==> src/design/clpp_pkg.sv <==
// Shared types, constants and helper functions of the command line parser.
package clpp_pkg;

	localparam int LINE_MAX   = 128;
	localparam int MAX_TOKENS = 10;
	localparam int CMD_MAX    = 32;

	localparam int AW = $clog2(LINE_MAX);
	localparam int PW = AW + 1;
	localparam int TW = $clog2(MAX_TOKENS + 1);
	localparam int IW = $clog2(MAX_TOKENS);
	localparam int SW = $clog2(CMD_MAX);

	localparam logic [1:0] KIND_HDR   = 2'd0;
	localparam logic [1:0] KIND_CHAR  = 2'd1;
	localparam logic [1:0] KIND_PARAM = 2'd2;

	localparam logic [7:0] CH_SPACE = 8'd32;
	localparam logic [7:0] CH_ZERO  = 8'd48;
	localparam logic [7:0] CH_LX    = 8'd120;
	localparam logic [7:0] CH_UX    = 8'd88;

	localparam logic [31:0] OFS_DEC   = 32'd48;
	localparam logic [31:0] OFS_UPPER = 32'd55;
	localparam logic [31:0] OFS_LOWER = 32'd87;

	typedef enum logic [1:0] {
		CL_OTHER,
		CL_SPACE,
		CL_LETTER,
		CL_DIGIT
	} cls_t;

	typedef struct packed {
		logic [7:0] ch;
		logic       end_of_line;
	} in_t;

	typedef struct packed {
		logic [1:0]  kind;
		logic [31:0] value;
		logic [4:0]  cmd_length;
		logic        overflow;
		logic        last;
	} out_t;

	typedef struct packed {
		logic load_en;
		logic scan_init;
		logic scan_en;
		logic span_calc;
		logic hdr_emit;
		logic crd;
		logic cemit;
		logic ninit;
		logic nrd;
		logic nacc;
		logic nemit;
		logic fin;
	} ctrl_t;

	typedef struct packed {
		logic scan_done;
		logic out_free;
		logic span_zero;
		logic tc_gt1;
		logic k_last;
		logic t_last;
		logic k_le_final;
	} stat_t;

	function automatic cls_t classify(input logic [7:0] b);
		cls_t c;
		if (b == CH_SPACE) begin
			c = CL_SPACE;
		end else if ((b >= 8'd65 && b <= 8'd90) || (b >= 8'd97 && b <= 8'd122)) begin
			c = CL_LETTER;
		end else if (b >= 8'd48 && b <= 8'd57) begin
			c = CL_DIGIT;
		end else begin
			c = CL_OTHER;
		end
		return c;
	endfunction

	function automatic logic is_hex(input logic [7:0] b);
		return (b >= 8'd48 && b <= 8'd57) || (b >= 8'd97 && b <= 8'd102)
			|| (b >= 8'd65 && b <= 8'd70);
	endfunction

endpackage

==> src/design/clpp_ram.sv <==
// Generic single-port RAM with registered read data.
module clpp_ram #(
	parameter int WIDTH = 8,
	parameter int DEPTH = 128
) (
	input  logic                     clk,
	input  logic                     we,
	input  logic [$clog2(DEPTH)-1:0] addr,
	input  logic [WIDTH-1:0]         wdata,
	output logic [WIDTH-1:0]         rdata
);

	logic [WIDTH-1:0] mem_q [DEPTH];

	always_ff @(posedge clk) begin
		if (we) begin
			mem_q[addr] <= wdata;
		end
		rdata <= mem_q[addr];
	end

endmodule

==> src/design/clpp_ctrl.sv <==
// Controller state machine sequencing load, scan and result emission.
module clpp_ctrl (
	input  logic            clk,
	input  logic            arst_n,
	input  logic            line_valid,
	input  logic            eol,
	input  clpp_pkg::stat_t stat,
	output logic            line_ready,
	output clpp_pkg::ctrl_t ctrl
);

	typedef enum logic [3:0] {
		ST_LOAD,
		ST_SCAN,
		ST_SPAN,
		ST_HDR,
		ST_CRD,
		ST_CWAIT,
		ST_NINIT,
		ST_NCHK,
		ST_NACC,
		ST_NOUT,
		ST_FIN
	} state_t;

	state_t state_q;
	state_t state_d;

	always_ff @(posedge clk or negedge arst_n) begin
		if (!arst_n) begin
			state_q <= ST_LOAD;
		end else begin
			state_q <= state_d;
		end
	end

	assign line_ready = (state_q == ST_LOAD);

	always_comb begin
		state_d = state_q;
		ctrl    = '0;
		unique case (state_q)
			ST_LOAD: begin
				if (line_valid) begin
					ctrl.load_en = 1'b1;
					if (eol) begin
						ctrl.scan_init = 1'b1;
						state_d        = ST_SCAN;
					end
				end
			end
			ST_SCAN: begin
				ctrl.scan_en = 1'b1;
				if (stat.scan_done) begin
					state_d = ST_SPAN;
				end
			end
			ST_SPAN: begin
				ctrl.span_calc = 1'b1;
				state_d        = ST_HDR;
			end
			ST_HDR: begin
				if (stat.out_free) begin
					ctrl.hdr_emit = 1'b1;
					if (!stat.span_zero) begin
						state_d = ST_CRD;
					end else if (stat.tc_gt1) begin
						state_d = ST_NINIT;
					end else begin
						state_d = ST_FIN;
					end
				end
			end
			ST_CRD: begin
				ctrl.crd = 1'b1;
				state_d  = ST_CWAIT;
			end
			ST_CWAIT: begin
				ctrl.crd = 1'b1;
				if (stat.out_free) begin
					ctrl.cemit = 1'b1;
					if (!stat.k_last) begin
						state_d = ST_CRD;
					end else if (stat.tc_gt1) begin
						state_d = ST_NINIT;
					end else begin
						state_d = ST_FIN;
					end
				end
			end
			ST_NINIT: begin
				ctrl.ninit = 1'b1;
				state_d    = ST_NCHK;
			end
			ST_NCHK: begin
				if (stat.k_le_final) begin
					ctrl.nrd = 1'b1;
					state_d  = ST_NACC;
				end else begin
					state_d = ST_NOUT;
				end
			end
			ST_NACC: begin
				ctrl.nacc = 1'b1;
				state_d   = ST_NCHK;
			end
			ST_NOUT: begin
				if (stat.out_free) begin
					ctrl.nemit = 1'b1;
					state_d    = stat.t_last ? ST_FIN : ST_NINIT;
				end
			end
			ST_FIN: begin
				ctrl.fin = 1'b1;
				state_d  = ST_LOAD;
			end
			default: begin
				state_d = ST_LOAD;
			end
		endcase
	end

endmodule

==> src/design/clpp_dp.sv <==
// Datapath: line store, scan registers, number accumulator and output register.
module clpp_dp (
	input  logic             clk,
	input  logic             arst_n,
	input  clpp_pkg::ctrl_t  ctrl,
	input  clpp_pkg::in_t    line_word,
	input  logic             result_ready,
	output clpp_pkg::stat_t  stat,
	output logic             result_valid,
	output clpp_pkg::out_t   result_word
);

	logic [clpp_pkg::PW-1:0] len_q;
	logic                    flag_q;
	logic [clpp_pkg::TW-1:0] tc_q;
	logic [clpp_pkg::PW-1:0] cf_q;
	logic [clpp_pkg::PW-1:0] cl_q;
	logic                    drop_q;
	logic [clpp_pkg::PW-1:0] rd_q;
	logic                    rv_s1;
	logic [clpp_pkg::PW-1:0] ra_s1;
	logic                    out_valid_q;
	logic [7:0]              cur_q;
	logic [7:0]              prev_q;
	logic                    base_q  [clpp_pkg::MAX_TOKENS];
	logic [clpp_pkg::PW-1:0] first_q [clpp_pkg::MAX_TOKENS];
	logic [clpp_pkg::PW-1:0] final_q [clpp_pkg::MAX_TOKENS];
	logic [clpp_pkg::SW-1:0] span_q;
	logic [clpp_pkg::PW-1:0] k_q;
	logic [clpp_pkg::TW-1:0] t_q;
	logic [31:0]             acc_q;
	logic                    beyond_s1;
	clpp_pkg::out_t          out_q;

	logic                    ram_we;
	logic [clpp_pkg::AW-1:0] ram_addr;
	logic [7:0]              ram_rdata;
	logic [clpp_pkg::PW-1:0] cpos;
	logic [clpp_pkg::PW-1:0] rpos;
	logic [7:0]              rbyte;
	logic [clpp_pkg::IW-1:0] t_idx;
	logic                    proc;
	logic [clpp_pkg::PW-1:0] pos_i;

	logic [clpp_pkg::TW-1:0] tc_v;
	logic [clpp_pkg::PW-1:0] cf_v;
	logic [clpp_pkg::PW-1:0] cl_v;
	logic                    drop_v;
	logic                    flag_v;
	logic                    new_we;
	logic                    new_hex;
	logic [clpp_pkg::PW-1:0] new_pos;
	logic [clpp_pkg::IW-1:0] new_idx;
	logic                    fin_we;
	logic [clpp_pkg::IW-1:0] fin_idx;
	clpp_pkg::cls_t          cls_c;
	clpp_pkg::cls_t          cls_p;

	logic [clpp_pkg::PW-1:0] diff;
	logic [31:0]             digit;
	logic [31:0]             acc_n;
	logic                    hdr_last;
	logic                    char_last;

	assign cpos  = cf_q + k_q;
	assign rpos  = ctrl.crd ? cpos : k_q;
	assign rbyte = beyond_s1 ? 8'd0 : ram_rdata;
	assign t_idx = clpp_pkg::IW'(t_q);

	assign ram_we = ctrl.load_en && (len_q < clpp_pkg::PW'(clpp_pkg::LINE_MAX));

	always_comb begin
		if (ctrl.load_en) begin
			ram_addr = len_q[clpp_pkg::AW-1:0];
		end else if (ctrl.scan_en) begin
			ram_addr = rd_q[clpp_pkg::AW-1:0];
		end else begin
			ram_addr = rpos[clpp_pkg::AW-1:0];
		end
	end

	clpp_ram #(
		.WIDTH(8),
		.DEPTH(clpp_pkg::LINE_MAX)
	) u_line_ram (
		.clk  (clk),
		.we   (ram_we),
		.addr (ram_addr),
		.wdata(line_word.ch),
		.rdata(ram_rdata)
	);

	// One scan step examines the byte at position pos_i with the next byte as lookahead.
	assign proc  = ctrl.scan_en && rv_s1 && (ra_s1 != '0);
	assign pos_i = ra_s1 - clpp_pkg::PW'(1);

	always_comb begin
		tc_v    = tc_q;
		cf_v    = cf_q;
		cl_v    = cl_q;
		drop_v  = drop_q;
		flag_v  = flag_q;
		new_we  = 1'b0;
		new_hex = 1'b0;
		new_pos = pos_i;
		new_idx = clpp_pkg::IW'(tc_q);
		fin_we  = 1'b0;
		fin_idx = '0;
		cls_c   = clpp_pkg::classify(cur_q);
		cls_p   = clpp_pkg::classify(prev_q);
		if (proc) begin
			if (cls_p == clpp_pkg::CL_SPACE && cls_c == clpp_pkg::CL_LETTER) begin
				tc_v   = clpp_pkg::TW'(1);
				cf_v   = pos_i;
				cl_v   = pos_i;
				drop_v = 1'b0;
			end
			if (cls_p == clpp_pkg::CL_LETTER && cls_c == clpp_pkg::CL_LETTER
				&& tc_v == clpp_pkg::TW'(1)) begin
				cl_v = pos_i;
			end
			if (cls_p == clpp_pkg::CL_SPACE && cls_c == clpp_pkg::CL_DIGIT && tc_v != '0) begin
				if (tc_v < clpp_pkg::TW'(clpp_pkg::MAX_TOKENS)) begin
					new_we  = 1'b1;
					new_idx = clpp_pkg::IW'(tc_v);
					new_hex = (cur_q == clpp_pkg::CH_ZERO)
						&& (ram_rdata == clpp_pkg::CH_LX || ram_rdata == clpp_pkg::CH_UX);
					new_pos = new_hex ? pos_i + clpp_pkg::PW'(2) : pos_i;
					tc_v    = tc_v + clpp_pkg::TW'(1);
				end else begin
					flag_v = 1'b1;
					drop_v = 1'b1;
				end
			end
			if (tc_v > clpp_pkg::TW'(1) && !drop_v && clpp_pkg::is_hex(prev_q)
				&& clpp_pkg::is_hex(cur_q)) begin
				fin_we  = 1'b1;
				fin_idx = clpp_pkg::IW'(tc_v - clpp_pkg::TW'(1));
			end
		end
	end

	assign diff = cl_q - cf_q + clpp_pkg::PW'(1);

	always_comb begin
		if (base_q[t_idx]) begin
			if (rbyte >= 8'd48 && rbyte <= 8'd57) begin
				digit = 32'(rbyte) - clpp_pkg::OFS_DEC;
			end else if (rbyte >= 8'd65 && rbyte <= 8'd70) begin
				digit = 32'(rbyte) - clpp_pkg::OFS_UPPER;
			end else begin
				digit = 32'(rbyte) - clpp_pkg::OFS_LOWER;
			end
			acc_n = {acc_q[27:0], 4'd0} + digit;
		end else begin
			digit = 32'(rbyte) - clpp_pkg::OFS_DEC;
			acc_n = {acc_q[28:0], 3'd0} + {acc_q[30:0], 1'b0} + digit;
		end
	end

	assign hdr_last  = (span_q == '0) && (tc_q <= clpp_pkg::TW'(1));
	assign char_last = stat.k_last && (tc_q <= clpp_pkg::TW'(1));

	assign stat.scan_done  = (rd_q >= len_q) && !rv_s1;
	assign stat.out_free   = !out_valid_q || result_ready;
	assign stat.span_zero  = (span_q == '0);
	assign stat.tc_gt1     = (tc_q > clpp_pkg::TW'(1));
	assign stat.k_last     = (int'(k_q) + 1 >= int'(span_q));
	assign stat.t_last     = (int'(t_q) + 1 >= int'(tc_q));
	assign stat.k_le_final = (k_q <= final_q[t_idx]);

	always_ff @(posedge clk or negedge arst_n) begin
		if (!arst_n) begin
			len_q       <= '0;
			flag_q      <= 1'b0;
			tc_q        <= '0;
			cf_q        <= '0;
			cl_q        <= '0;
			drop_q      <= 1'b0;
			rd_q        <= '0;
			rv_s1       <= 1'b0;
			ra_s1       <= '0;
			out_valid_q <= 1'b0;
		end else begin
			if (ctrl.load_en) begin
				if (ram_we) begin
					len_q <= len_q + clpp_pkg::PW'(1);
				end else begin
					flag_q <= 1'b1;
				end
			end
			if (ctrl.scan_init) begin
				rd_q   <= '0;
				rv_s1  <= 1'b0;
				tc_q   <= '0;
				drop_q <= 1'b0;
			end
			if (ctrl.scan_en) begin
				rv_s1 <= (rd_q < len_q);
				ra_s1 <= rd_q;
				if (rd_q < len_q) begin
					rd_q <= rd_q + clpp_pkg::PW'(1);
				end
				if (proc) begin
					tc_q   <= tc_v;
					cf_q   <= cf_v;
					cl_q   <= cl_v;
					drop_q <= drop_v;
					flag_q <= flag_v;
				end
			end
			if (ctrl.span_calc && tc_q != '0 && int'(diff) > clpp_pkg::CMD_MAX - 1) begin
				flag_q <= 1'b1;
			end
			if (ctrl.hdr_emit || ctrl.cemit || ctrl.nemit) begin
				out_valid_q <= 1'b1;
			end else if (result_ready) begin
				out_valid_q <= 1'b0;
			end
			if (ctrl.fin) begin
				len_q  <= '0;
				flag_q <= 1'b0;
			end
		end
	end

	always_ff @(posedge clk) begin
		beyond_s1 <= (rpos >= len_q);
		if (ctrl.scan_init) begin
			prev_q <= clpp_pkg::CH_SPACE;
		end
		if (ctrl.scan_en && rv_s1) begin
			cur_q <= ram_rdata;
			if (proc) begin
				prev_q <= cur_q;
			end
		end
		if (new_we) begin
			base_q[new_idx]  <= new_hex;
			first_q[new_idx] <= new_pos;
			final_q[new_idx] <= new_pos;
		end
		if (fin_we) begin
			final_q[fin_idx] <= pos_i;
		end
		if (ctrl.span_calc) begin
			if (tc_q == '0) begin
				span_q <= '0;
			end else if (int'(diff) > clpp_pkg::CMD_MAX - 1) begin
				span_q <= clpp_pkg::SW'(clpp_pkg::CMD_MAX - 1);
			end else begin
				span_q <= clpp_pkg::SW'(diff);
			end
		end
		if (ctrl.hdr_emit) begin
			k_q <= '0;
			t_q <= clpp_pkg::TW'(1);
		end
		if (ctrl.cemit || ctrl.nrd) begin
			k_q <= k_q + clpp_pkg::PW'(1);
		end
		if (ctrl.ninit) begin
			k_q   <= first_q[t_idx];
			acc_q <= '0;
		end
		if (ctrl.nacc) begin
			acc_q <= acc_n;
		end
		if (ctrl.nemit) begin
			t_q <= t_q + clpp_pkg::TW'(1);
		end
		if (ctrl.hdr_emit) begin
			out_q.kind  <= clpp_pkg::KIND_HDR;
			out_q.value <= 32'(tc_q);
			out_q.last  <= hdr_last;
		end else if (ctrl.cemit) begin
			out_q.kind  <= clpp_pkg::KIND_CHAR;
			out_q.value <= 32'(rbyte);
			out_q.last  <= char_last;
		end else if (ctrl.nemit) begin
			out_q.kind  <= clpp_pkg::KIND_PARAM;
			out_q.value <= acc_q;
			out_q.last  <= stat.t_last;
		end
		if (ctrl.hdr_emit || ctrl.cemit || ctrl.nemit) begin
			out_q.cmd_length <= 5'(span_q);
			out_q.overflow   <= flag_q;
		end
	end

	assign result_valid = out_valid_q;
	assign result_word  = out_q;

endmodule

==> src/design/command_line_param_parser.sv <==
// Top level of the command line parser: controller, datapath and checks.
// While loading, each valid byte word is taken; the end-of-line word starts the scan.
// The scan reads the line store once, one byte per cycle.
// Then a span state sizes the command; the header and each command character are
// emitted when the output is free. Numbers accumulate byte by byte; ST_FIN ends a line.
// Reset clears the controller state, line length, flags and output valid; the line store needs no clearing pass.
module command_line_param_parser (
	input  logic           clk,
	input  logic           arst_n,
	input  logic           line_valid,
	output logic           line_ready,
	input  clpp_pkg::in_t  line_word,
	output logic           result_valid,
	input  logic           result_ready,
	output clpp_pkg::out_t result_word
);

	clpp_pkg::ctrl_t ctrl;
	clpp_pkg::stat_t stat;

	clpp_ctrl u_ctrl (
		.clk       (clk),
		.arst_n    (arst_n),
		.line_valid(line_valid),
		.eol       (line_word.end_of_line),
		.stat      (stat),
		.line_ready(line_ready),
		.ctrl      (ctrl)
	);

	clpp_dp u_dp (
		.clk         (clk),
		.arst_n      (arst_n),
		.ctrl        (ctrl),
		.line_word   (line_word),
		.result_ready(result_ready),
		.stat        (stat),
		.result_valid(result_valid),
		.result_word (result_word)
	);

	a_emit_onehot: assert property (@(posedge clk) disable iff (!arst_n)
		$onehot0({ctrl.hdr_emit, ctrl.cemit, ctrl.nemit}))
		else $error("several result words emitted in one cycle");

	a_emit_free: assert property (@(posedge clk) disable iff (!arst_n)
		(ctrl.hdr_emit || ctrl.cemit || ctrl.nemit) |-> stat.out_free)
		else $error("result word emitted over a pending word");

	a_fin_ready: assert property (@(posedge clk) disable iff (!arst_n)
		ctrl.fin |=> line_ready)
		else $error("parser not ready for a new line after finishing");

	a_no_load_busy: assert property (@(posedge clk) disable iff (!arst_n)
		ctrl.scan_en |-> !line_ready)
		else $error("line accepted during scan");

endmodule

==> config.mk <==
export PLATFORM = sky130hd
export DESIGN_NAME = command_line_param_parser
export DESIGN_NICKNAME = d
export VERILOG_FILES = /design/src/design/clpp_pkg.sv /design/src/design/clpp_ram.sv /design/src/design/clpp_ctrl.sv /design/src/design/clpp_dp.sv /design/src/design/command_line_param_parser.sv
export SDC_FILE = /design/constraint.sdc
export NUM_CORES = 2
export LEC_CHECK = 0
export ABC_AREA = 1
export BUFFER_PORTS_ARGS = -buffer_cell sky130_fd_sc_hd__buf_2
export CAP_MARGIN = 20
export CORE_ASPECT_RATIO = 0.7
export CORE_MARGIN = 2
export CORE_UTILIZATION = 30
export CTS_CLUSTER_SIZE = 25
export DETAILED_ROUTE_END_ITERATION = 7
export PLACE_DENSITY = 0.47
export SLEW_MARGIN = 0
export SYNTH_ARGS = -nofsm -noshare
export SYNTH_HDL_FRONTEND = slang
export SYNTH_SLANG_ARGS = --single-unit
==> constraint.sdc <==
create_clock -name clk -period 9.1 [get_ports clk]
set_input_delay 1.365 -clock clk [delete_from_list [all_inputs] [get_ports clk]]
set_output_delay 1.365 -clock clk [all_outputs]
set_load 0.03 [all_outputs]
==> flow_summary_export.csv <==
group,metric,value,unit
synthesis,synth.largest_area_cell,"edfxtp_1",
drt,route.antenna.remaining_nets,0,
timing,setup-tns-final,0,ns
timing,fin_skew,0.0385,ns
worst_setup_path,required,9.70,ns
drt,routed_wl,196,mm
placed_design,portBuffers,55,
clock_network,postCtsSetupBuffers,0,
synthesis,synth_fa_ha_area_share,3.53,%
worst_setup_path,critPathMaxFanout,24,
drt,routedWlPerCell,20.6,µm
global_routing,grt_max_degree,159,
synthesis,synth_nets,6733,
clock_network,clock-sinks,1365,
drt,drc,0,
synthesis,ys_ff_latch,1365,
die,ios,56,
clock_network,clk_latency,0.80,ns
layout,drive_gt1_share,6.18,%
placed_design,placed_area,0.0674,mm²
placed_design,hpwlAfterDp,121,mm
die,dieArea,0.218,mm²
synthesis,syn_inst,6558,
die,dieHeight,391,µm
status,status,"finished clean",
worst_setup_path,arrival,6.28,ns
timing,drv_slew,0,
clock_network,cts_tree,"yes",
layout,design_area,0.0724,mm²
layout,nNetsFinal,6710,
clock_network,root_buffer,"clkbuf_16",
timing,finalCriticalPeriod,5.68,ns
drt,initialDrtViolationCount,4520,
drt,dr.pass1.iters,6,
worst_hold_path,hp-class,"reg2reg",
synthesis,synth_top_family_by_area,"simple AND/OR/NAND/NOR gates",
drt,vias_per_cell,4.83,
placed_design,place_congestion,0.856,
worst_setup_path,worstSetupEndpointType,"register",
worst_setup_path,cp-start-kind,"register",
timing,setup_violations,0,
global_routing,grt_pass1_vias,44000,
global_routing,grt_usage,17.8,%
layout,fillers,21700,
timing,max-slew-margin-rel,18.7,%
clock_network,numCtsBuffers,146,
die,die_w,557,µm
worst_setup_path,critPathKind,"reg2reg",
run,cap_violations,0,
layout,syn2layout_area_growth,12.6,%
die,core_area,0.213,mm²
global_routing,antenna_found_initial,2,
die,rows,142,
clock_network,cts_buffer_depth,3,
synthesis,yosysTopAreaCellShare,59.0,%
global_routing,grt_pass1_wl,293,mm
synthesis,yosys_warnings,0,
synthesis,synth_edf_count,1262,
synthesis,syn_avg_cell_area,9.80,µm²
clock_network,htreeDepth,4,
synthesis,synth_compound_area_share,5.89,%
global_routing,gr-total-overflow,0,
timing,max_freq,0.176,GHz
drt,via_count,46000,
timing,rsz0062_at_grt,"false",
timing,hold_viol,0,
synthesis,synth_xor_area_share,0.695,%
timing,post-route-period-util,62.4,%
timing,worst_slew_pin_slew,1.22,ns
synthesis,synth_ff_type,"edfxtp_1",
die,start_util,30.1,%
synthesis,synthArstFlopShare,3.81,%
synthesis,yosysUniqueCellTypes,61,
synthesis,seq_area_frac_synth,62.6,%
synthesis,yosys.cell_count.top_type,"nand2_1",
synthesis,synth_area_leaders,"edfxtp_1 59%, nand2_1 16%, nand3_1 2.8%",
synthesis,synthTopCellsByCount,"2763 x nand2_1, 1262 x edfxtp_1, 363 x nand3_1, 361 x nor2_1, 323 x inv_1",
clock_network,clk_pin_slew,0.07,ns
clock_network,cts_resized,0,
synthesis,synthMuxAreaShare,0.719,%
clock_network,cts-hold-fix-buffers,0,
synthesis,netlist_area,0.0643,mm²
timing,timing.hold.ws,0.452,ns
synthesis,yosys.area_share.simple,22.4,%
layout make-up:
cell class	instances	area, µm²	share of cell area [%]
repair buffers	130	971	1.34
clock buffers	166	3760	5.20
multi-input cells	4553	21400	29.6
well taps	2880	3600	4.98
diodes	3	7.51	0.0104
clock inverters	99	1100	1.52
flip-flops and latches	1365	40200	55.6
inverters	339	1290	1.78
worst paths after layout:
kind | startpoint | to | depth (start not counted) | slack [ns]
worst max register to register | u_dp.u_line_ram.rdata[1]$_DFF_P_ | u_dp.acc_q[27]$_SDFFCE_PP0P_ | 25 | 3.42
min in group asynchronous | arst_n | u_dp.cl_q[5]$_DFFE_PN0P_ | 2 | 0.73
worst max-delay path | u_dp.u_line_ram.rdata[1]$_DFF_P_ | u_dp.acc_q[27]$_SDFFCE_PP0P_ | 25 | 3.42
max in group asynchronous | arst_n | u_dp.tc_q[3]$_DFF_PN0_ | 2 | 7.82
worst min-delay path | u_dp.result_word[39]$_SDFFE_PP0P_ | u_dp.result_word[39]$_SDFFE_PP0P_ | 2 | 0.45
worst min register to register | u_dp.result_word[39]$_SDFFE_PP0P_ | u_dp.result_word[39]$_SDFFE_PP0P_ | 2 | 0.45
cell usage in the layout, fill, tap and decap left out, types with 45 or more instances in the layout:
cell type | Yosys | layout
a21oi_1 | 298 | 298
nand2_1 | 2763 | 2762
edfxtp_1 | 1262 | 1262
mux2i_1 | 45 | 45
clkbuf_16 | 0 | 147
buf_4 | 19 | 74
buf_2 | 176 | 47
ha_1 | 130 | 130
dfrtp_1 | 52 | 52
inv_1 | 323 | 323
nor2_1 | 361 | 359
nand3_1 | 363 | 363
o21ai_0 | 231 | 231
dfxtp_1 | 51 | 50
layer usage:
metal | global-route usage, % | wire [µm] | share of wire [%]
met1 | 27.8 | 99000 | 50
met2 | 25.0 | 80000 | 41
met3 | 3.64 | 13700 | 7.0
met4 | 3.95 | 3680 | 1.9
met5 | 0 | 0 | 0
cell families after synthesis:
| kind of cell | Yosys count |
|---|---|
| xor+xnor | 51 |
| compound gates | 689 |
| buf+inv | 640 |
| flops | 1365 |
| simple gates | 3605 |
| mux | 46 |
| fa+ha+maj | 162 |
stage by stage:
step | std cells | setup WS, ns | utilization (%)
floorplan | 6558 | 2.12 | -
global placement | 9262 | 3.21 | 31.6
detailed placement | 9263 | 3.25 | 31.6
CTS | 9528 | 3.66 | 33.9
global route | 9533 | 3.12 | 33.9
finish | 9535 | 3.42 | 33.9
registers in the layout (all words and copies together) (netlist names), 10 cells and up, named ones only:
signal	flops
u_dp.u_line_ram.mem_q	1024
u_dp.first_q	80
u_dp.base_q	10
u_dp.acc_q	32
u_dp.final_q	80
u_dp.result_word	41
worst max-delay path, stage by stage, from the launching register on:
cell      delay [ns]
dfxtp_1         0.55
inv_1           0.13
nor2_1          0.44
inv_1           0.18
ha_1            0.26
a311oi_1        0.37
inv_1           0.09
ha_1            0.30
inv_1           0.04
nor2_1          0.22
nand3_1         0.11
nand2_1         0.09
a211oi_2        0.06
buf_4           0.26
ha_1            0.41
nand2_1         0.12
o21ai_0         0.24
nand2_1         0.08
nand3_1         0.14
a21oi_1         0.12
o21ai_0         0.40
nand2_1         0.16
nand2_1         0.11
xor2_1          0.34
nand2_1         0.09
a21oi_1         0.13
Power is not shown: default switching activity piles up to over one toggle a cycle in this logic, so the estimate is an artifact.
